===== config.mk =====
export PLATFORM = sky130hd
export DESIGN_NAME = amt_corner
export DESIGN_NICKNAME = d
export VERILOG_FILES = /design/src/aabb_matrix_transform_macros.svh /design/src/amt_pkg.sv /design/src/amt_corner.sv
export SDC_FILE = /design/constraint.sdc
export NUM_CORES = 1
export LEC_CHECK = 0
export BUFFER_PORTS_ARGS = -buffer_cell sky130_fd_sc_hd__buf_2
export CAP_MARGIN = 20
export CORE_MARGIN = 2
export CORE_UTILIZATION = 48
export CTS_BUF_LIST = sky130_fd_sc_hd__clkbuf_4
export CTS_CLUSTER_SIZE = 14
export DETAILED_ROUTE_END_ITERATION = 10
export GPL_TIMING_DRIVEN = 0
export PLACE_DENSITY = 0.89
export SKIP_LAST_GASP = 1
export SYNTH_ARGS = -nofsm -noshare
export SYNTH_HDL_FRONTEND = slang
export SYNTH_SLANG_ARGS = --single-unit

===== constraint.sdc =====
create_clock -name clk -period 12.4 [get_ports clk]
set_input_delay 3.72 -clock clk [delete_from_list [all_inputs] [get_ports clk]]
set_output_delay 3.72 -clock clk [all_outputs]
set_load 0.02 [all_outputs]

===== src/aabb_matrix_transform_macros.svh =====
// Assertion macros for the box transform block.
// Included by the top level only; no other dependencies.
`ifndef AABB_MATRIX_TRANSFORM_MACROS_SVH
`define AABB_MATRIX_TRANSFORM_MACROS_SVH

// Same-cycle implication, disabled in reset
`define AMT_ASSERT_IMP(lbl, clk, rst, ante, cons) \
  lbl: assert property (@(posedge clk) disable iff (rst) (ante) |-> (cons)) \
    else $error("amt assertion failed");

// Next-cycle implication, disabled in reset
`define AMT_ASSERT_NXT(lbl, clk, rst, ante, cons) \
  lbl: assert property (@(posedge clk) disable iff (rst) (ante) |=> (cons)) \
    else $error("amt assertion failed");

`endif


===== src/amt_pkg.sv =====
// Shared types and constants for the box transform block.
// No dependencies; used by every module of the block.
`default_nettype none

package amt_pkg;

  localparam int FRAC_BITS_DEF = 16;
  localparam int COORD_W       = 32;
  localparam int NUM_REGS      = 8;
  localparam int CFG_IDX_W     = 4;
  localparam int CFG_DATA_W    = 64;
  localparam int PROD_W        = 64;
  localparam int SUM_W         = 67;
  localparam int MAG_W         = 66;
  localparam int QUO_W         = 32;
  localparam int NUM_AXES      = 3;
  localparam int CORNERS       = 8;

  localparam logic [COORD_W-1:0] POS_LIM = 32'h7FFF_FFFF;
  localparam logic [COORD_W-1:0] NEG_LIM = 32'h8000_0000;

  // Register index codes
  localparam logic [CFG_IDX_W-1:0] REG_ROW0_LEFT  = 4'd0;
  localparam logic [CFG_IDX_W-1:0] REG_ROW1_LEFT  = 4'd2;
  localparam logic [CFG_IDX_W-1:0] REG_ROW2_RIGHT = 4'd5;
  localparam logic [CFG_IDX_W-1:0] REG_ROW3_RIGHT = 4'd7;

  typedef struct packed {
    logic signed [COORD_W-1:0] in_min_x;
    logic signed [COORD_W-1:0] in_min_y;
    logic signed [COORD_W-1:0] in_min_z;
    logic signed [COORD_W-1:0] in_max_x;
    logic signed [COORD_W-1:0] in_max_y;
    logic signed [COORD_W-1:0] in_max_z;
  } box_in_t;

  typedef struct packed {
    logic signed [COORD_W-1:0] out_min_x;
    logic signed [COORD_W-1:0] out_min_y;
    logic signed [COORD_W-1:0] out_min_z;
    logic signed [COORD_W-1:0] out_max_x;
    logic signed [COORD_W-1:0] out_max_y;
    logic signed [COORD_W-1:0] out_max_z;
    logic                      box_valid;
    logic                      overflow;
  } box_out_t;

  // Matrix entries, indexed [row][col]
  typedef logic [3:0][3:0][COORD_W-1:0] matrix_t;

  // Per-corner control traveling with the data
  typedef struct packed {
    logic first;
    logic last;
    logic bad;
    logic ws;
    logic wzero;
  } meta_t;

  // Per-axis sign and special-case flags
  typedef struct packed {
    logic ns;
    logic nzero;
    logic pre;
  } lane_t;

  // Reset contents of the matrix registers (identity)
  function automatic logic [CFG_DATA_W-1:0] reg_reset(input logic [CFG_IDX_W-1:0] idx);
    logic [CFG_DATA_W-1:0] v;
    v = '0;
    case (idx)
      REG_ROW0_LEFT, REG_ROW2_RIGHT: v = 64'h0000_0000_0001_0000;
      REG_ROW1_LEFT, REG_ROW3_RIGHT: v = 64'h0001_0000_0000_0000;
      default:                       v = '0;
    endcase
    return v;
  endfunction

endpackage

`default_nettype wire


===== src/amt_corner.sv =====
// Corner sequencer: latches a box request and issues its eight corners.
// Depends on amt_pkg.
`default_nettype none

module amt_corner (
  input  wire logic                                   clk,
  input  wire logic                                   rst,
  input  wire logic                                   start,
  output logic                                        busy,
  input  wire amt_pkg::box_in_t                       req,
  output logic                                        pt_valid,
  output logic [2:0][amt_pkg::COORD_W-1:0]            pt,
  output amt_pkg::meta_t                              pt_meta
);

  amt_pkg::box_in_t box;
  logic [2:0]       cnt;
  logic             run;
  logic             bad;
  logic             accept;

  assign busy   = run && (cnt != 3'(amt_pkg::CORNERS - 1));
  assign accept = start && !busy;

  // Sequencer state
  always_ff @(posedge clk) begin
    if (rst) begin
      run <= 1'b0;
      cnt <= '0;
    end else if (accept) begin
      run <= 1'b1;
      cnt <= '0;
    end else if (run) begin
      cnt <= cnt + 3'd1;
      if (cnt == 3'(amt_pkg::CORNERS - 1)) begin
        run <= 1'b0;
      end
    end
  end

  // Request payload
  always_ff @(posedge clk) begin
    if (accept) begin
      box <= req;
      bad <= (req.in_min_x > req.in_max_x) || (req.in_min_y > req.in_max_y) ||
             (req.in_min_z > req.in_max_z);
    end
  end

  // Corner select: bit 0 picks x, bit 1 y, bit 2 z from the maximum
  always_comb begin
    pt[0]         = cnt[0] ? box.in_max_x : box.in_min_x;
    pt[1]         = cnt[1] ? box.in_max_y : box.in_min_y;
    pt[2]         = cnt[2] ? box.in_max_z : box.in_min_z;
    pt_valid      = run;
    pt_meta.first = (cnt == 3'd0);
    pt_meta.last  = (cnt == 3'(amt_pkg::CORNERS - 1));
    pt_meta.bad   = bad;
    pt_meta.ws    = 1'b0;
    pt_meta.wzero = 1'b0;
  end

endmodule

`default_nettype wire


=== Word level (Yosys, flattened, before mapping) ===
Index checks and enable logic that the tools add are counted.

* $add $sub $neg: 1
* $lt $le $gt $ge: 3
* Eq/ne operators: 2
* Mux-type cells: 6
* Reduce and logical (&&, ||, !) cells: 7

{| class="wikitable"
|+ Operators by type and width
! cell !! number
|-
| > comparator 32 bit || 3
|-
| two-way mux 32 bit || 3
|-
| adder 3 x 1 -> 3 bit, second input constant || 1
|-
| == test 3 bit, second input constant || 1
|-
| logical NOT 3 bit || 1
|-
| two-way mux 1 bit || 3
|-
| inequality test 3 bit, second input constant || 1
|-
| logical AND 1 bit || 2
|-
| logical OR 1 bit || 2
|-
| OR reduction 2 bit || 1
|-
| logical NOT 1 bit || 1
|}

* Register bits after elaboration: 197
* Input bits: 195
* Output and inout port bits: 103
* Logic and storage cells: 28

=== Depth between registers and ports, before layout ===
Gate-level depths: netlist (run 1).

* Depth in word-level cells: 5
* Gate-level depth with buffers: 9
* Gate-level depth less buffers: 9

=== Worst setup path before layout (run 1) ===
Ideal clock, no wire load.

* Path kind: input to register
* Start point: input start
* End point: register cnt[0]
* Setup time: 0.129 ns
* Arrival time: 13.089 ns
* Setup slack: -0.818 ns
* Stages on the path: 3
* Buffers on the path: 0
* Cells stage by stage: nor2b_1 or2_2 nor2_1

* Longest elaborated chain between the ends: 2

{| class="wikitable"
|+ RTL lines
! element !! line !! source
|-
| from (decl) || amt_corner.sv:8 || <nowiki>input wire logic start,</nowiki>
|-
| logical AND 1 bit || amt_corner.sv:23 || <nowiki>assign accept = start && !busy;</nowiki>
|-
| OR reduction 2 bit (no line) || -- ||
|-
| to (signal assigned) || amt_corner.sv:34 || <nowiki>cnt <= cnt + 3'd1;</nowiki>
|-
| to (decl) || amt_corner.sv:17 || <nowiki>logic [2:0] cnt;</nowiki>
|}

No other way between the ends.
A chain may end at the register's enable or synchronous reset.

==> qor.yml, run 1 <==
outcome: "finished clean"
cp_num_buf_inv: 3
cts_root_buf: "clkbuf_4"
cts_buffer_depth: 2
critPathRequiredTime_ps: 8680
powerDensity_nw_per_um2: 118
n_fill_cell: 1582
synth_edf_count: 193
worstSetupEndpointType: "output pin"
tightest_slew_ps: 740
grt_pass1_wl_mm: 32.8
final_common_cell: "buf_2"
power.internal_mw: 1.04
die_area_um2: 21200
leakage_nw: 5.32
critPathLaunchType: "flip-flop"
synthTopCellsByArea: "edfxtp_1 (60%), ha_1 (13%), mux2_2 (11%)"
period_share: 0.502
grt.total_usage: 0.198
syn_area_um2: 9610
drc: 0
drt_pass1_iterations: 4
comb_power_share: 0.158
skew_ps: 15.9
worst_path_most_repeated_cell: "clkbuf_1"
cp_top_family: "buffers and inverters"
period_minus_slack_ps: 6230
gp_congestion: 0.819
cap_viol_max_count: 0
start_util: 0.492
path_max_fanout: 10
drt_iter0_drc: 171
nets: 1282
seq_area_um2: 5880
sw_frac_of_total: 0.259
fmax_mhz: 161
dp_hpwl_mm: 17.0
wirelength_mm: 21.1
maxSlewHeadroom: 0.494
grt_overflow_total: 0
rsz0062_at_grt: "false"
cts_sinks: 197
clock_latency_ps: 550
setup_viol: 0
grt_max_degree: 36
area_delta_synth_final_pct: 23.9
setup_tns_ps: 0
die_w_um: 145
synthCells: 667
port_buffers: 295
drv_slew: 0
synth_top_cell_by_area: "edfxtp_1"
ys.flop_type: "edfxtp_1"
ios: 298
hold_class: "flip-flop to flip-flop"
drive_above_1_share: 0.439
path_class: "flip-flop to output pin"
wl_per_cell_um: 16.7
crit_path_max_incr_delay_ps: 580
htree_levels: 4
ir_drop_mv: 0.0900
sequentialPowerShare: 0.558
synth_top_area_frac: 0.603
final_antenna_net_count: 0
yosysUniqueCellTypes: 40
std_cell_rows: 51
path_clk_slew_ps: 150
syn_area_per_cell_um2: 14.4
path_cells: "clkbuf_1, clkbuf_1, mux2_2, buf_2"
async_flop_share: 0
p_clk_frac: 0.284
cts_buffers: 17
antenna_found_initial: 2
synth_seq_area_share: 0.612
hold_viol: 0
multiInputGateArea_um2: 3290
die_height_um: 145
switching_power_mw: 0.362
synth_warnings: 0
synth-seq-cells: 197
grt_pass1_vias: 6693
core_um2: 19500
cts_tree: "done"
route.vias.total: 6463
cp_slowest_cell: "clkbuf_1"
finish.utilization: 0.610
ctsResizeCount: 0
vias_per_cell: 5.10
cp.arrival_ps: 2510
final_cell_mix: "buf_2 (295), edfxtp_1 (193), inv_1 (101)"
post_cts_buffers: 0
cts_hold_buf: 0
[synth_stat cells, types with 2 or more instances]
cell type  count
nand3_1        8
clkbuf_1       5
a21boi_0       2
a2111oi_0      2
nor2_1         9
dfxtp_1        4
o21ai_0        8
and4_1         3
nor2b_1        7
nor3_1         4
ha_1          99
mux2_2        98
nand2_1       18
buf_4          3
nand3b_1       3
a21oi_1       32
nand4_1       21
a211oi_1       2
o211ai_1       3
buf_1          7
o31ai_1        2
inv_1        101
a21o_1        15
edfxtp_1     193
mux2i_1        3
[area by class of cell]
class                   count  area share
multi-input cells         355       0.277
well taps                 265      0.0279
inverters                 101      0.0318
repair buffers            301       0.135
plain buffers              15     0.00568
clock buffers              18      0.0114
flip-flops and latches    197       0.494
diodes                      1    0.000210
clock inverters            14      0.0181
[path summary, 6_finish.rpt]
check / start / end / slack, ps / cells past startpoint
max: cnt[2]$_SDFFE_PP0P_ / pt[93] / 6170 / 4
min: cnt[2]$_SDFFE_PP0P_ / cnt[2]$_SDFFE_PP0P_ / 640 / 3
max reg2reg: cnt[0]$_SDFFE_PP0P_ / box[40]$_DFFE_PP_ / 10210 / 6
min reg2reg: cnt[2]$_SDFFE_PP0P_ / cnt[2]$_SDFFE_PP0P_ / 640 / 3
[registers in the layout, summed over array words and instances (netlist names)]
register  cells
bad           1
box         192
cnt           3
pt_valid      1
[power groups by stage]
stage	registers, mW	clock network (mW)	logic [mW]
finish	0.782	0.398	0.221
global route	0.786	0.435	0.244
CTS	0.782	0.411	0.224
detailed placement	0.798	0	0.222
global placement	0.803	0	0.207
floorplan	0.801	0	0.127
[worst register-to-register path, delay by kind of cell (launching register included)]
family                   cells  cell delay [ps]
flip-flops                   1              370
AND/OR/NAND/NOR              2              630
adder cells (fa/ha/maj)      2              340
buffers and inverters        2              550
[cells by family after synthesis]
kind of cell	synth area share
simple gates	0.0442
other cells	0.000390
fa+ha+maj	0.129
buf+inv	0.0465
xor+xnor	0.000912
flops	0.612
mux	0.118
compound gates	0.0494
[per-stage QoR]
stage                     instance area, um^2  power (mW)  hold WS, ps  cells  worst slack (ps)
after floorplan                          9610       0.928          584    668              2980
after global placement                  11400        1.01          594   1228              1190
after detailed placement                11600        1.02          606   1234              6470
after CTS                               11900        1.42          646   1266              6100
after global routing                    11900        1.46          674   1266              5970
final                                   11900        1.40          644   1267              6170
[per-layer routing]
metal  GRT usage  vias up  wire, um
met5           0        -         7
met4      0.0637        2       508
met3      0.0687       35      1630
met2       0.358      233     10900
met1       0.217     3068      8030
li1            -     3125         -
Power figures use the tool's default switching activity.
==> run 2, diff against run 1 <==
- clock period: 12.4 -> 5.2 ns (I/O delays scaled with it)
==> run 2 against run 1 <==
  * Utilization is 0.23 points lower
  * Worst setup slack worse by 5000 ps
  * Clock skew is 9.0 ps higher
  * Highest routed layer is now met4
==> qor.yml, run 2 (synthesis gave the netlist of run 1 again) <==
outcome: "finished clean"
grt_overflow_total: 0
setup_viol: 0
r2r_slack_ps: 2670
cts_root_buf: "clkbuf_4"
worstSetupEndpointType: "output pin"
area_delta_synth_final_pct: 23.5
skew_ps: 24.9
hold_path_depth: 3
core_um2: 19500
worstRegToRegCells: 8
critPathRequiredTime_ps: 3640
period_share: 0.770
ir_drop_mv: 0.184
r2r_start: "cnt[0]$_SDFFE_PP0P_"
route.vias.total: 6490
cp.arrival_ps: 2450
port_buffers: 295
critPathLaunchType: "flip-flop"
antenna_found_initial: 1
drive_above_1_share: 0.438
drt_iter0_drc: 249
drc: 0
grt_pass1_wl_mm: 33.5
htree_levels: 4
largest_register: "box"
path_class: "flip-flop to output pin"
n_fill_cell: 1516
clock_latency_ps: 570
hold_viol: 0
powerDensity_nw_per_um2: 274
cap_viol_max_count: 0
cts_buffer_depth: 2
maxSlewHeadroom: 0.529
pre_cts_ws_ps: 1450
period_minus_slack_ps: 4010
cts_sinks: 197
drt_pass1_iterations: 4
dp_hpwl_mm: 17.1
die_area_um2: 21200
critPathCapture: "pt[88]"
gp_congestion: 0.852
rsz0062_at_grt: "false"
final_antenna_net_count: 0
grt.total_usage: 0.201
fmax_mhz: 250
final_common_cell: "buf_2"
wl_per_cell_um: 16.7
crit_path_start: "cnt[2]$_SDFFE_PP0P_"
cts_tree: "done"
path_max_fanout: 10
vias_per_cell: 5.12
r2r-end: "box[52]$_DFFE_PP_"
reg.largest.list: "box x192, cnt x3"
grt_max_degree: 39
wirelength_mm: 21.2
largest_reg_flops: 192
cts_hold_buf: 0
hold_class: "flip-flop to flip-flop"
post_cts_buffers: 0
final_cell_mix: "buf_2 (295), edfxtp_1 (193), inv_1 (101)"
die_w_um: 145
ios: 298
power.total_mw: 3.25
drv_slew: 0
nets: 1282
fin_ws_ps: 1190
grt_pass1_vias: 6794
start_util: 0.492
tightest_slew_ps: 689
cts_buffers: 17
path_clk_slew_ps: 150
ctsResizeCount: 0
die_height_um: 145
std_cell_rows: 51
leakage_nw: 5.30
[run 2: changes by cell type in the layout (fill, tap and decap cells not counted)]
cell,previous run,this run
bufinv_16,4,2
buf_12,5,4
buf_16,1,2
clkbuf_4,18,17
clkinv_1,0,1
clkinv_2,0,1
clkinv_4,3,4
inv_6,1,2
inv_8,4,3
[run 2: worst min-delay path by stage]
| stage | start | endpoint | slack [ps] |
|---|---|---|---|
| 2_1_floorplan | cnt[2]$_SDFFE_PP0P_ | cnt[2]$_SDFFE_PP0P_ | 580 |
| 3_3_place_gp | cnt[2]$_SDFFE_PP0P_ | cnt[2]$_SDFFE_PP0P_ | 600 |
| 3_5_place_dp | cnt[2]$_SDFFE_PP0P_ | cnt[2]$_SDFFE_PP0P_ | 610 |
| 4_1_cts | cnt[2]$_SDFFE_PP0P_ | cnt[2]$_SDFFE_PP0P_ | 680 |
| 5_1_grt | pt_valid$_SDFF_PP0_ | cnt[1]$_SDFFE_PP0P_ | 720 |
| 6_report | cnt[2]$_SDFFE_PP0P_ | cnt[2]$_SDFFE_PP0P_ | 660 |
[run 2: layer usage]
layer	up-vias	track usage	wire, um
li1	3120	-	-
met1	3090	0.229	8380
met3	40	0.0558	1440
met2	240	0.363	10900
met5	-	0	0
met4	0	0.0696	537
[run 2: area by class of cell]
cell class,instances,area [um^2],area share
flip-flops and latches,197,5880,0.495
multi-input cells,355,3290,0.278
repair buffers,301,1610,0.136
inverters,101,379,0.0320
well taps,265,332,0.0280
clock inverters,15,170,0.0143
clock buffers,17,128,0.0108
plain buffers,15,67.6,0.00570
diodes,1,2.50,0.000211
[run 2: worst max-delay path, cell delays in order (launching register included)]
cell,delay (ps)
dfxtp_1,360
clkbuf_1,400
clkbuf_1,560
mux2_2,420
buf_2,160
[run 2: where the power goes]
part | switching (mW) | internal (mW)
sequential | 0.0204 | 1.84
combinational | 0.303 | 0.229
clock | 0.554 | 0.299
[run 2: through the flow]
| step | hold slack, ps | utilization | instance area [um^2] | setup TNS, ps | std cells |
|---|---|---|---|---|---|
| floorplan | 584 | - | 9620 | 0 | 668 |
| global placement | 600 | 0.585 | 11400 | -129800 | 1228 |
| detailed placement | 607 | 0.592 | 11600 | 0 | 1234 |
| CTS | 680 | 0.607 | 11900 | 0 | 1266 |
| global route | 716 | 0.607 | 11900 | 0 | 1266 |
| finish | 663 | 0.607 | 11900 | 0 | 1267 |
