===== config.mk =====
export PLATFORM = sky130hd
export DESIGN_NAME = amt_hull
export DESIGN_NICKNAME = d
export VERILOG_FILES = /design/src/aabb_matrix_transform_macros.svh /design/src/amt_pkg.sv /design/src/amt_hull.sv
export SDC_FILE = /design/constraint.sdc
export NUM_CORES = 1
export LEC_CHECK = 0
export BUFFER_PORTS_ARGS = -buffer_cell sky130_fd_sc_hd__buf_4
export CAP_MARGIN = 5
export CORE_ASPECT_RATIO = 0.8
export CORE_MARGIN = 5
export CORE_UTILIZATION = 45
export CTS_BUF_LIST = sky130_fd_sc_hd__clkbuf_4 sky130_fd_sc_hd__clkbuf_8
export DETAILED_ROUTE_END_ITERATION = 8
export PLACE_DENSITY_LB_ADDON = 0.2
export REMOVE_ABC_BUFFERS = 1
export SLEW_MARGIN = 20
export SYNTH_ARGS = -nofsm -noshare
export SYNTH_HDL_FRONTEND = slang
export SYNTH_SLANG_ARGS = --single-unit

===== constraint.sdc =====
create_clock -name clk -period 11.55 [get_ports clk]
set_clock_uncertainty 0.15 [all_clocks]
set_input_delay 1.155 -clock clk [delete_from_list [all_inputs] [get_ports clk]]
set_output_delay 1.155 -clock clk [all_outputs]
set_load 0.02 [all_outputs]

===== src/aabb_matrix_transform_macros.svh =====
// Assertion macros for the box transform block.
// Included by the top level only; no other dependencies.
`ifndef AABB_MATRIX_TRANSFORM_MACROS_SVH
`define AABB_MATRIX_TRANSFORM_MACROS_SVH

// Same-cycle implication, disabled in reset
`define AMT_ASSERT_IMP(lbl, clk, rst, ante, cons) \
  lbl: assert property (@(posedge clk) disable iff (rst) (ante) |-> (cons)) \
    else $error("amt assertion failed");

// Next-cycle implication, disabled in reset
`define AMT_ASSERT_NXT(lbl, clk, rst, ante, cons) \
  lbl: assert property (@(posedge clk) disable iff (rst) (ante) |=> (cons)) \
    else $error("amt assertion failed");

`endif


===== src/amt_pkg.sv =====
// Shared types and constants for the box transform block.
// No dependencies; used by every module of the block.
`default_nettype none

package amt_pkg;

  localparam int FRAC_BITS_DEF = 16;
  localparam int COORD_W       = 32;
  localparam int NUM_REGS      = 8;
  localparam int CFG_IDX_W     = 4;
  localparam int CFG_DATA_W    = 64;
  localparam int PROD_W        = 64;
  localparam int SUM_W         = 67;
  localparam int MAG_W         = 66;
  localparam int QUO_W         = 32;
  localparam int NUM_AXES      = 3;
  localparam int CORNERS       = 8;

  localparam logic [COORD_W-1:0] POS_LIM = 32'h7FFF_FFFF;
  localparam logic [COORD_W-1:0] NEG_LIM = 32'h8000_0000;

  // Register index codes
  localparam logic [CFG_IDX_W-1:0] REG_ROW0_LEFT  = 4'd0;
  localparam logic [CFG_IDX_W-1:0] REG_ROW1_LEFT  = 4'd2;
  localparam logic [CFG_IDX_W-1:0] REG_ROW2_RIGHT = 4'd5;
  localparam logic [CFG_IDX_W-1:0] REG_ROW3_RIGHT = 4'd7;

  typedef struct packed {
    logic signed [COORD_W-1:0] in_min_x;
    logic signed [COORD_W-1:0] in_min_y;
    logic signed [COORD_W-1:0] in_min_z;
    logic signed [COORD_W-1:0] in_max_x;
    logic signed [COORD_W-1:0] in_max_y;
    logic signed [COORD_W-1:0] in_max_z;
  } box_in_t;

  typedef struct packed {
    logic signed [COORD_W-1:0] out_min_x;
    logic signed [COORD_W-1:0] out_min_y;
    logic signed [COORD_W-1:0] out_min_z;
    logic signed [COORD_W-1:0] out_max_x;
    logic signed [COORD_W-1:0] out_max_y;
    logic signed [COORD_W-1:0] out_max_z;
    logic                      box_valid;
    logic                      overflow;
  } box_out_t;

  // Matrix entries, indexed [row][col]
  typedef logic [3:0][3:0][COORD_W-1:0] matrix_t;

  // Per-corner control traveling with the data
  typedef struct packed {
    logic first;
    logic last;
    logic bad;
    logic ws;
    logic wzero;
  } meta_t;

  // Per-axis sign and special-case flags
  typedef struct packed {
    logic ns;
    logic nzero;
    logic pre;
  } lane_t;

  // Reset contents of the matrix registers (identity)
  function automatic logic [CFG_DATA_W-1:0] reg_reset(input logic [CFG_IDX_W-1:0] idx);
    logic [CFG_DATA_W-1:0] v;
    v = '0;
    case (idx)
      REG_ROW0_LEFT, REG_ROW2_RIGHT: v = 64'h0000_0000_0001_0000;
      REG_ROW1_LEFT, REG_ROW3_RIGHT: v = 64'h0001_0000_0000_0000;
      default:                       v = '0;
    endcase
    return v;
  endfunction

endpackage

`default_nettype wire


===== src/amt_hull.sv =====
// Saturation of projected coordinates and the min/max hull over corners.
// Depends on amt_pkg.
`default_nettype none

module amt_hull (
  input  wire logic                                  clk,
  input  wire logic                                  rst,
  input  wire logic                                  q_valid,
  input  wire logic [2:0][amt_pkg::QUO_W-1:0]        q,
  input  wire amt_pkg::lane_t [2:0]                  q_lane,
  input  wire amt_pkg::meta_t                        q_meta,
  output logic                                       done,
  output amt_pkg::box_out_t                          res
);

  logic signed [amt_pkg::COORD_W-1:0] v      [3];
  logic                               v_ovf;
  logic                               v_valid;
  amt_pkg::meta_t                     v_meta;

  logic signed [amt_pkg::COORD_W-1:0] acc_min [3];
  logic signed [amt_pkg::COORD_W-1:0] acc_max [3];
  logic                               acc_ovf;
  logic signed [amt_pkg::COORD_W-1:0] min_next [3];
  logic signed [amt_pkg::COORD_W-1:0] max_next [3];
  logic                               ovf_next;

  // Sign, zero divisor and range saturation per axis
  always_ff @(posedge clk) begin
    logic                        neg;
    logic [amt_pkg::QUO_W-1:0]   lim;
    logic [2:0]                  o;
    for (int a = 0; a < 3; a++) begin
      neg  = (q_lane[a].ns != q_meta.ws) && !q_lane[a].nzero;
      lim  = neg ? amt_pkg::NEG_LIM : amt_pkg::POS_LIM;
      o[a] = 1'b1;
      if (q_meta.wzero) begin
        v[a] <= q_lane[a].nzero ? '0 :
                (q_lane[a].ns ? amt_pkg::NEG_LIM : amt_pkg::POS_LIM);
      end else if (q_lane[a].pre || (q[a] > lim)) begin
        v[a] <= lim;
      end else begin
        v[a] <= neg ? -q[a] : q[a];
        o[a] = 1'b0;
      end
    end
    v_ovf  <= |o;
    v_meta <= q_meta;
  end

  // Running hull; the first corner of a box restarts it
  always_comb begin
    for (int a = 0; a < 3; a++) begin
      min_next[a] = (v_meta.first || v[a] < acc_min[a]) ? v[a] : acc_min[a];
      max_next[a] = (v_meta.first || v[a] > acc_max[a]) ? v[a] : acc_max[a];
    end
    ovf_next = v_ovf || (!v_meta.first && acc_ovf);
  end

  always_ff @(posedge clk) begin
    if (v_valid) begin
      acc_min <= min_next;
      acc_max <= max_next;
      acc_ovf <= ovf_next;
      if (v_meta.last) begin
        if (v_meta.bad) begin
          res.out_min_x <= amt_pkg::POS_LIM;
          res.out_min_y <= amt_pkg::POS_LIM;
          res.out_min_z <= amt_pkg::POS_LIM;
          res.out_max_x <= amt_pkg::NEG_LIM;
          res.out_max_y <= amt_pkg::NEG_LIM;
          res.out_max_z <= amt_pkg::NEG_LIM;
          res.box_valid <= 1'b0;
          res.overflow  <= 1'b0;
        end else begin
          res.out_min_x <= min_next[0];
          res.out_min_y <= min_next[1];
          res.out_min_z <= min_next[2];
          res.out_max_x <= max_next[0];
          res.out_max_y <= max_next[1];
          res.out_max_z <= max_next[2];
          res.box_valid <= 1'b1;
          res.overflow  <= ovf_next;
        end
      end
    end
  end

  // Valid and result strobe
  always_ff @(posedge clk) begin
    if (rst) begin
      v_valid <= 1'b0;
      done    <= 1'b0;
    end else begin
      v_valid <= q_valid;
      done    <= v_valid && v_meta.last;
    end
  end

endmodule

`default_nettype wire


# Word-level counts from Yosys, hierarchy flattened
# Memory sizes are Yosys's and may differ from the RTL's.
# Index checks and enable logic that the tools add are counted.
[word_totals]
memories = 1
ramBits = 96
rom_bits = 0
latchBits = 0
word_cells = 112
ff_bits = 393
in_bits = 113
[mem_list]
columns = ["name", "words", "word_bits", "rd", "rd_ports_with_merged_regs", "write_ports", "line", "source"]
rows = [
  ["v", 3, 32, 3, 0, 3, "amt_hull.sv:16", "logic signed [amt_pkg::COORD_W-1:0] v [3];"],
]
[classes]
shifts = 0
magnitude_cmp = 9
n_eq_ne = 3
multipliers = 0
n_mux = 48
bitwise_logic = 6
addsub = 3
n_reduce_logical = 21
n_div = 0
[ops]
columns = ["op", "count"]
rows = [
  ["32-bit two-way mux", 24],
  ["32-bit greater-than comparator", 6],
  ["32-bit < comparator", 3],
  ["32-bit negator", 3],
  ["1-bit two-way mux", 23],
  ["1-bit logical OR", 10],
  ["1-bit OR", 6],
  ["1-bit logical AND", 5],
  ["1-bit zero test", 4],
  ["1-bit != test", 3],
  ["3-bit OR reduction", 1],
  ["2-bit two-way mux", 1],
  ["2-bit AND reduction", 1],
]

# Logic depth before layout (Yosys ltp)
# Gate-level depths: netlist of the first run.
[logic_depth]
word_depth = 10
depth_mapped = 16

# Worst setup path after synthesis of the first run
# Ideal clock, no wire load.
[synth_path]
path_type = "reg-to-reg"
start = "register v_valid"
end = "register res[0] (netlist bit) (enable)"
stages_incl_launch_ff = 2
setup_slack_ps = 1510
t_arrival_ps = 9311
n_path_buf = 0
setup_time_ps = 579
cell_sequence = "dfxtp_1 -> and2_1"
[synth_via]
elab_chain_len = 1
[synth_rtl]
columns = ["item", "line", "source"]
rows = [
  ["from (decl)", "amt_hull.sv:18", "logic v_valid;"],
  ["from (signal assigned)", "amt_hull.sv:95", "v_valid <= q_valid;"],
  ["2-bit AND reduction (no source line)", "-", ""],
  ["to (decl)", "amt_hull.sv:13", "output amt_pkg::box_out_t res"],
]
# No other way between the ends.
# A chain may end at the register's enable or synchronous reset.

==> metrics.csv, run 1 <==
metric;value;unit
min_path_cells;1;
drc_errors;0;
vias_per_cell;5.37;
synthArstFlopShare;0;%
finalNonFillerCells;3574;
multi_input_area;12100;sq um
placement.io_buffers;307;
syn_area;27500;sq um
cts.sinks;489;
drt_iter0_markers;1345;
coreArea;60800;sq um
cp_max_fo;57;
relSlewSlack;29.2;%
regArea;14600;sq um
cp.required;11.76;ns
postCtsSetupRepairBufs;0;
hp-class;reg2reg;
fillCellCount;5350;
wl;70300;microns
grt_overflow_total;0;
ir_worst_vdd;0.000114;V
synth-main-ff-cell;edfxtp_1;
setup_viol;0;
synth_top_family_by_area;simple AND/OR/NAND/NOR gates;
grt_util_all_layers;20.7;%
grt_pass1_vias;19100;
antenna_found_initial;6;
r2r_cells;10;
gr-usage-met1;28.8;%
cts_tree;done;
hpwl;50800;microns
row_count;81;
io_pins;308;
wl_per_cell;19.7;microns
end_kind;flop;
clk_pin_slew;0.06;ns
holdBufCountCts;0;
slowest_stage;a21oi_1;
crit_cells;14;
yosysSeqAreaShare;53.2;%
die_area;66200;sq um
place_inst;3424;
crit_type;in2reg;
p_per_area;146;nW/um^2
r2r_start;v[1][15];
insertion_delay;0.66;ns
tightest_slew;1.06;ns
first_pass_iters;5;
min_from;v_ovf;
synthXorXnorAreaFrac;2.55;%
grt_pass1_wl;108000;microns
grt_max_degree;152;
run_status;complete, no violations;
cap_violations;0;
synth-warning-count;0;
cts_root_buf;clkbuf_8;
path_buf_inv;4;
gr-usage-met2;33.5;%
worst_ep_arrival_time;5.54;ns
utilization;53.7;%
met3_usage;3.88;%
avgSynthCellArea;12.0;sq um
synthCells;2297;
htreeDepth;3;
top_usage_layer;met2;
timing.final.crit_period;5.33;ns
critPathTopFamily;buffers and inverters;
tns;0;ns
synth_fa_ha_area_share;10.4;%
clock_path_buffers;3;
gp_congestion;0.904;
start_kind;input port;
start_util;45.2;%
leakage;13.3;nW
crit_start;q_meta[1];
antenna_left;0;
synth_edf_count;483;
synth_compound_area_share;8.60;%
synth-simple-area-share;11.4;%
slew_violations;0;
layout.nets;3062;
cpMostUsedCell;buf_4;
fp.dieH;231;microns
finalCritPeriodShare;46.1;%
path_cells;buf_4, xor2_1, nor2b_4, buf_4, inv_1, ha_1, nand4_1, nor4_1, nand3_1, nand2_1, o221ai_2, a21oi_1, buf_4, o311ai_0;
vias;19200;
die_x;286;microns
final_layout_size_suffix_gt1_share;24.0;%
critical-path-max-stage-delay;0.89;ns
synth-seq-cells;489;
syn_to_final_growth;18.8;%
synthMuxAreaShare;9.55;%
fmax;188;MHz
cts_made_buffers;83;
hold_viol;0;
rsz0062_at_grt;false;
cts-resized-gates;0;
yosysUniqueCellTypes;70;
## flip-flops by register name (all words and copies together), names as in the netlist
register  count
res         194
acc_max      96
acc_min      96
v            96
v_meta        3
acc_ovf       1
done          1
v_ovf         1
v_valid       1
## cell type report
class                           instances  share of cell area, %
Inverter                              227                   2.63
Tap cell                              788                   3.02
Sequential cell                       489                   44.8
Clock inverter                         35                  0.808
Clock buffer                          113                   4.22
Antenna cell                            2                 0.0153
Timing Repair Buffer                  324                   7.44
Multi-Input combinational cell       1596                   37.1
## where the power goes
group	switching (mW)	leakage (nW)	internal, mW
Sequential	0.102	4.56	2.15
Combinational	0.521	7.90	0.438
Clock	0.715	0.873	0.864
Total	1.34	13.3	3.45
## worst paths after layout
| kind | to | slack [ns] |
|---|---|---|
| worst max-delay path | v[2][8] | 6.22 |
| worst min-delay path | acc_ovf | 0.37 |
| worst max register to register | res[56] | 6.84 |
| worst min register to register | acc_ovf | 0.37 |
## layout by cell type (no fill, tap or decap), types with 30 or more instances in the layout
cell type,Yosys,layout
nand2b_1,108,108
mux2i_1,34,34
ha_1,228,228
xnor2_1,36,36
nor3_1,35,35
o21ai_0,99,99
a21oi_1,127,125
nand2_1,134,134
mux2_2,162,162
nand4_1,50,50
edfxtp_1,483,483
a21o_1,37,37
nor2_1,69,69
xor2_1,44,44
conb_1,1,96
buf_4,0,324
and2_1,67,66
inv_1,224,224
clkbuf_8,0,85
mux2_4,30,30
## worst register-to-register path, cell delays in order (launching register included)
cell      delay [ns]
edfxtp_1        0.48
ha_1            0.33
a21oi_1         0.15
o21ai_0         0.27
a211oi_1        0.35
o311ai_0        0.24
a31oi_1         0.24
mux2_2          0.38
a21oi_4         0.70
buf_4           0.68
mux2i_1         0.52
## stage by stage
| step | hold WS, ns | total power [mW] | worst slack, ns | cell area [sq um] |
|---|---|---|---|---|
| after CTS | 0.366 | 4.84 | 6.00 | 32700 |
| final | 0.374 | 4.79 | 6.22 | 32700 |
| after global placement | 0.371 | 3.22 | 5.39 | 31000 |
| after floorplan | 0.321 | 2.92 | 1.51 | 27500 |
| after global routing | 0.374 | 5.04 | 5.66 | 32700 |
| after detailed placement | 0.354 | 3.24 | 5.29 | 31000 |
## kinds of logic after synthesis
group                      count (synthesis)
xor gates and xnor gates                  80
other                                      1
DFF                                      489
adders and majority gates                228
AOI/OAI and AO/OA                        383
muxes                                    227
and+or+nand+nor                          582
buffers and inverters                    307
## layer usage
metal	part of all wire (%)	vias up
met4	2.1	8
met1	45	9362
met2	46	492
met3	5.8	113
met5	0.080	-
li1	-	9232
## synth_stat cells (9+ instances only)
library cell / count / area share, %
o21ai_0: 99 / 1.8
nor4_1: 24 / 0.55
clkbuf_1: 60 / 0.82
inv_1: 224 / 3.1
o211ai_1: 11 / 0.30
nand2_1: 134 / 1.8
a21oi_1: 127 / 2.3
mux2_2: 162 / 6.6
ha_1: 228 / 10
o41ai_1: 9 / 0.29
a21o_1: 37 / 1.0
o31ai_1: 18 / 0.49
nor2_1: 69 / 0.94
buf_2: 16 / 0.29
a31oi_1: 13 / 0.30
and2_1: 67 / 1.5
nand3_1: 28 / 0.51
a211oi_1: 10 / 0.27
xor2_1: 44 / 1.4
xnor2_1: 36 / 1.1
or3_1: 12 / 0.27
nor3_1: 35 / 0.64
edfxtp_1: 483 / 53
mux2_4: 30 / 1.6
mux2i_1: 34 / 1.2
or4_1: 12 / 0.33
nand2b_1: 108 / 2.5
nand4_1: 50 / 1.1
nor2b_1: 15 / 0.34
Note: power is estimated with default switching activity, not from simulation.
==> inputs of run 2 (changes only) <==
Settings changed: ABC_AREA set to 1.
Clock period 11.55 ns to 5.2 ns, I/O delays scaled along.
==> run 2 against run 1 <==
  * Worst setup slack worse by 4.7 ns
  * Largest cell class unchanged
  * Worst hold slack worse by 0.27 ns
  * First-iteration DRC count up 34%
  * Synthesized area up 7.0%
  * Critical path depth down 1
  * Count of clock-buffer cells in the layout up 3
  * Clock power up 120%
  * Sequential power up 120%
  * Sequential share of layout area down 2.4 points
  * Combinational power rose to 2.7 times the previous value
  * Critical endpoint is now res[38]
  * Register-to-register slack worse by 5.3 ns
==> metrics.csv, run 2 <==
metric;value;unit
synth-warning-count;0;
antenna_left;0;
first_pass_iters;6;
worst_ep_arrival_time;3.84;ns
antenna_found_initial;3;
cp_max_fo;25;
synth_edf_count;483;
crit_type;reg2reg;
finalCritPeriodShare;70.5;%
end_kind;flop;
cts_tree;done;
io_pins;308;
tightest_slew;1.10;ns
tns;0;ns
place_ws;0.941;ns
final_common_cell;nand2_1;
synth_top_cell_area_share;49.3;%
placement.io_buffers;307;
fin_ws;1.54;ns
vias_per_cell;5.17;
timing.final.crit_period;3.66;ns
start_util;45.6;%
p_per_area;322;nW/um^2
row_count;83;
die_area;70600;sq um
wl;83800;microns
grt_pass1_vias;23200;
fp.dieH;239;microns
layout.nets;4094;
run_status;complete, no violations;
yosysMostFrequentCell;nand2_1;
synth_commonest_cells;772 x nand2_1, 527 x inv_1, 483 x edfxtp_1;
syn_to_final_growth;17.5;%
insertion_delay;0.66;ns
relSlewSlack;26.3;%
vias;24200;
cts_root_buf;clkbuf_8;
largest_reg_flops;194;
hpwl;58800;microns
drt_iter0_markers;1807;
top_register;res;
syn_area;29400;sq um
yosysTopAreaCell;edfxtp_1;
ir_worst_vdd;0.000309;V
gp_congestion;0.921;
min_path_cells;3;
slew_violations;0;
cts-resized-gates;0;
synthCells;3367;
rsz0062_at_grt;false;
yosysSeqAreaShare;49.7;%
fmax;273;MHz
avgSynthCellArea;8.74;sq um
grt_overflow_total;0;
htreeDepth;3;
power.total;11.1;mW
cap_violations;0;
r2r_cells;13;
clk_pin_slew;0.06;ns
clock_path_buffers;3;
cp.required;5.38;ns
grt_pass1_wl;130000;microns
setup_viol;0;
final_layout_size_suffix_gt1_share;13.3;%
start_kind;flop;
cts.sinks;489;
leakage;16.5;nW
yosysUniqueCellTypes;43;
grt_max_degree;133;
final_cell_mix;771 x nand2_1, 526 x inv_1, 483 x edfxtp_1, 354 x nand3_1, 341 x buf_4;
drc_errors;0;
wl_per_cell;17.9;microns
hold_viol;0;
die_x;296;microns
hp-class;in2reg;
synthArstFlopShare;0;%
cts_made_buffers;84;
synth_area_leaders;edfxtp_1 49%, nand2_1 9.8%, ha_1 9.7%;
synth-seq-cells;489;
grt_util_all_layers;23.2;%
synth-main-ff-cell;edfxtp_1;
coreArea;64500;sq um
## run 2: changes by cell type after synthesis, sizes merged, moves of 149 or more
| cell | change |
|---|---|
| nand4 | +149 |
| inv | +307 |
| nor2 | +194 |
| nand3 | +329 |
| nand2 | +642 |
| mux2 | -193 |
## run 2: worst paths after layout
kind	start	endpoint	slack (ns)
max	v[1][27]	res[38]	1.54
min reg2reg	v_ovf	acc_ovf	0.40
min	q_lane[8]	v[2][31]	0.1
max reg2reg	v[1][27]	res[38]	1.54
## run 2: worst max-delay path: stages, from the launching register on
cell and delay (ns):
edfxtp_1 0.47, ha_1 0.35, nand2_1 0.07, nor2_1 0.16, nand3_1 0.18, nor4_1 0.58
nand2_1 0.17, nand3_1 0.10, nand3_1 0.09, nand2_1 0.31, buf_4 0.46, nand2_1 0.09
nand2_1 0.09, nor2_1 0.07
## run 2: metrics by stage
stage               cells  utilization [%]  instance area [sq um]  hold WS (ns)
finish               4675             53.6                  34600        0.0993
global route         4675             53.6                  34600        0.0588
global placement     4512             50.9                  32800         0.377
CTS                  4674             53.6                  34600        0.0308
detailed placement   4512             50.9                  32800         0.382
floorplan            3320                -                  29200         0.267
## run 2: timing repair
item / CTS / global route
buffers inserted: 0 / 0
endpoints found under the hold margin: 5 / 0
hold buffers: 5 / 0
## run 2: metal layers
| layer | up-vias | GRT usage (%) | share of wire (%) |
|---|---|---|---|
| met3 | 130 | 5.10 | 8.2 |
| met5 | - | 0 | 0.0084 |
| met2 | 817 | 35.0 | 43 |
| met1 | 11200 | 34.0 | 47 |
| met4 | 2 | 6.58 | 2.6 |
| li1 | 12000 | - | - |
## run 2: where the power goes
group / internal [mW] / total [mW] / switching [mW]
clock: 1.89 / 3.55 / 1.66
sequential: 4.80 / 5.01 / 0.211
combinational: 0.841 / 2.58 / 1.74
total: 7.53 / 11.1 / 3.61
## run 2: layout make-up
| cell class | count | area, sq um |
|---|---|---|
| antenna | 1 | 2.50 |
| multi-input combinational | 2298 | 12600 |
| clock inverter | 41 | 243 |
| sequential | 489 | 14600 |
| fill | 6148 | 29900 |
| timing repair buffer | 347 | 2630 |
| inverter | 533 | 2020 |
| clock buffer | 116 | 1430 |
| tap | 850 | 1060 |
## run 2: logic make-up after synthesis
kind of cell	share of synthesized area, %
AOI/OAI and AO/OA	4.59
DFF	49.7
other	0.0127
xor gates and xnor gates	2.41
and+or+nand+nor	24.7
adders and majority gates	9.69
buffers and inverters	8.89
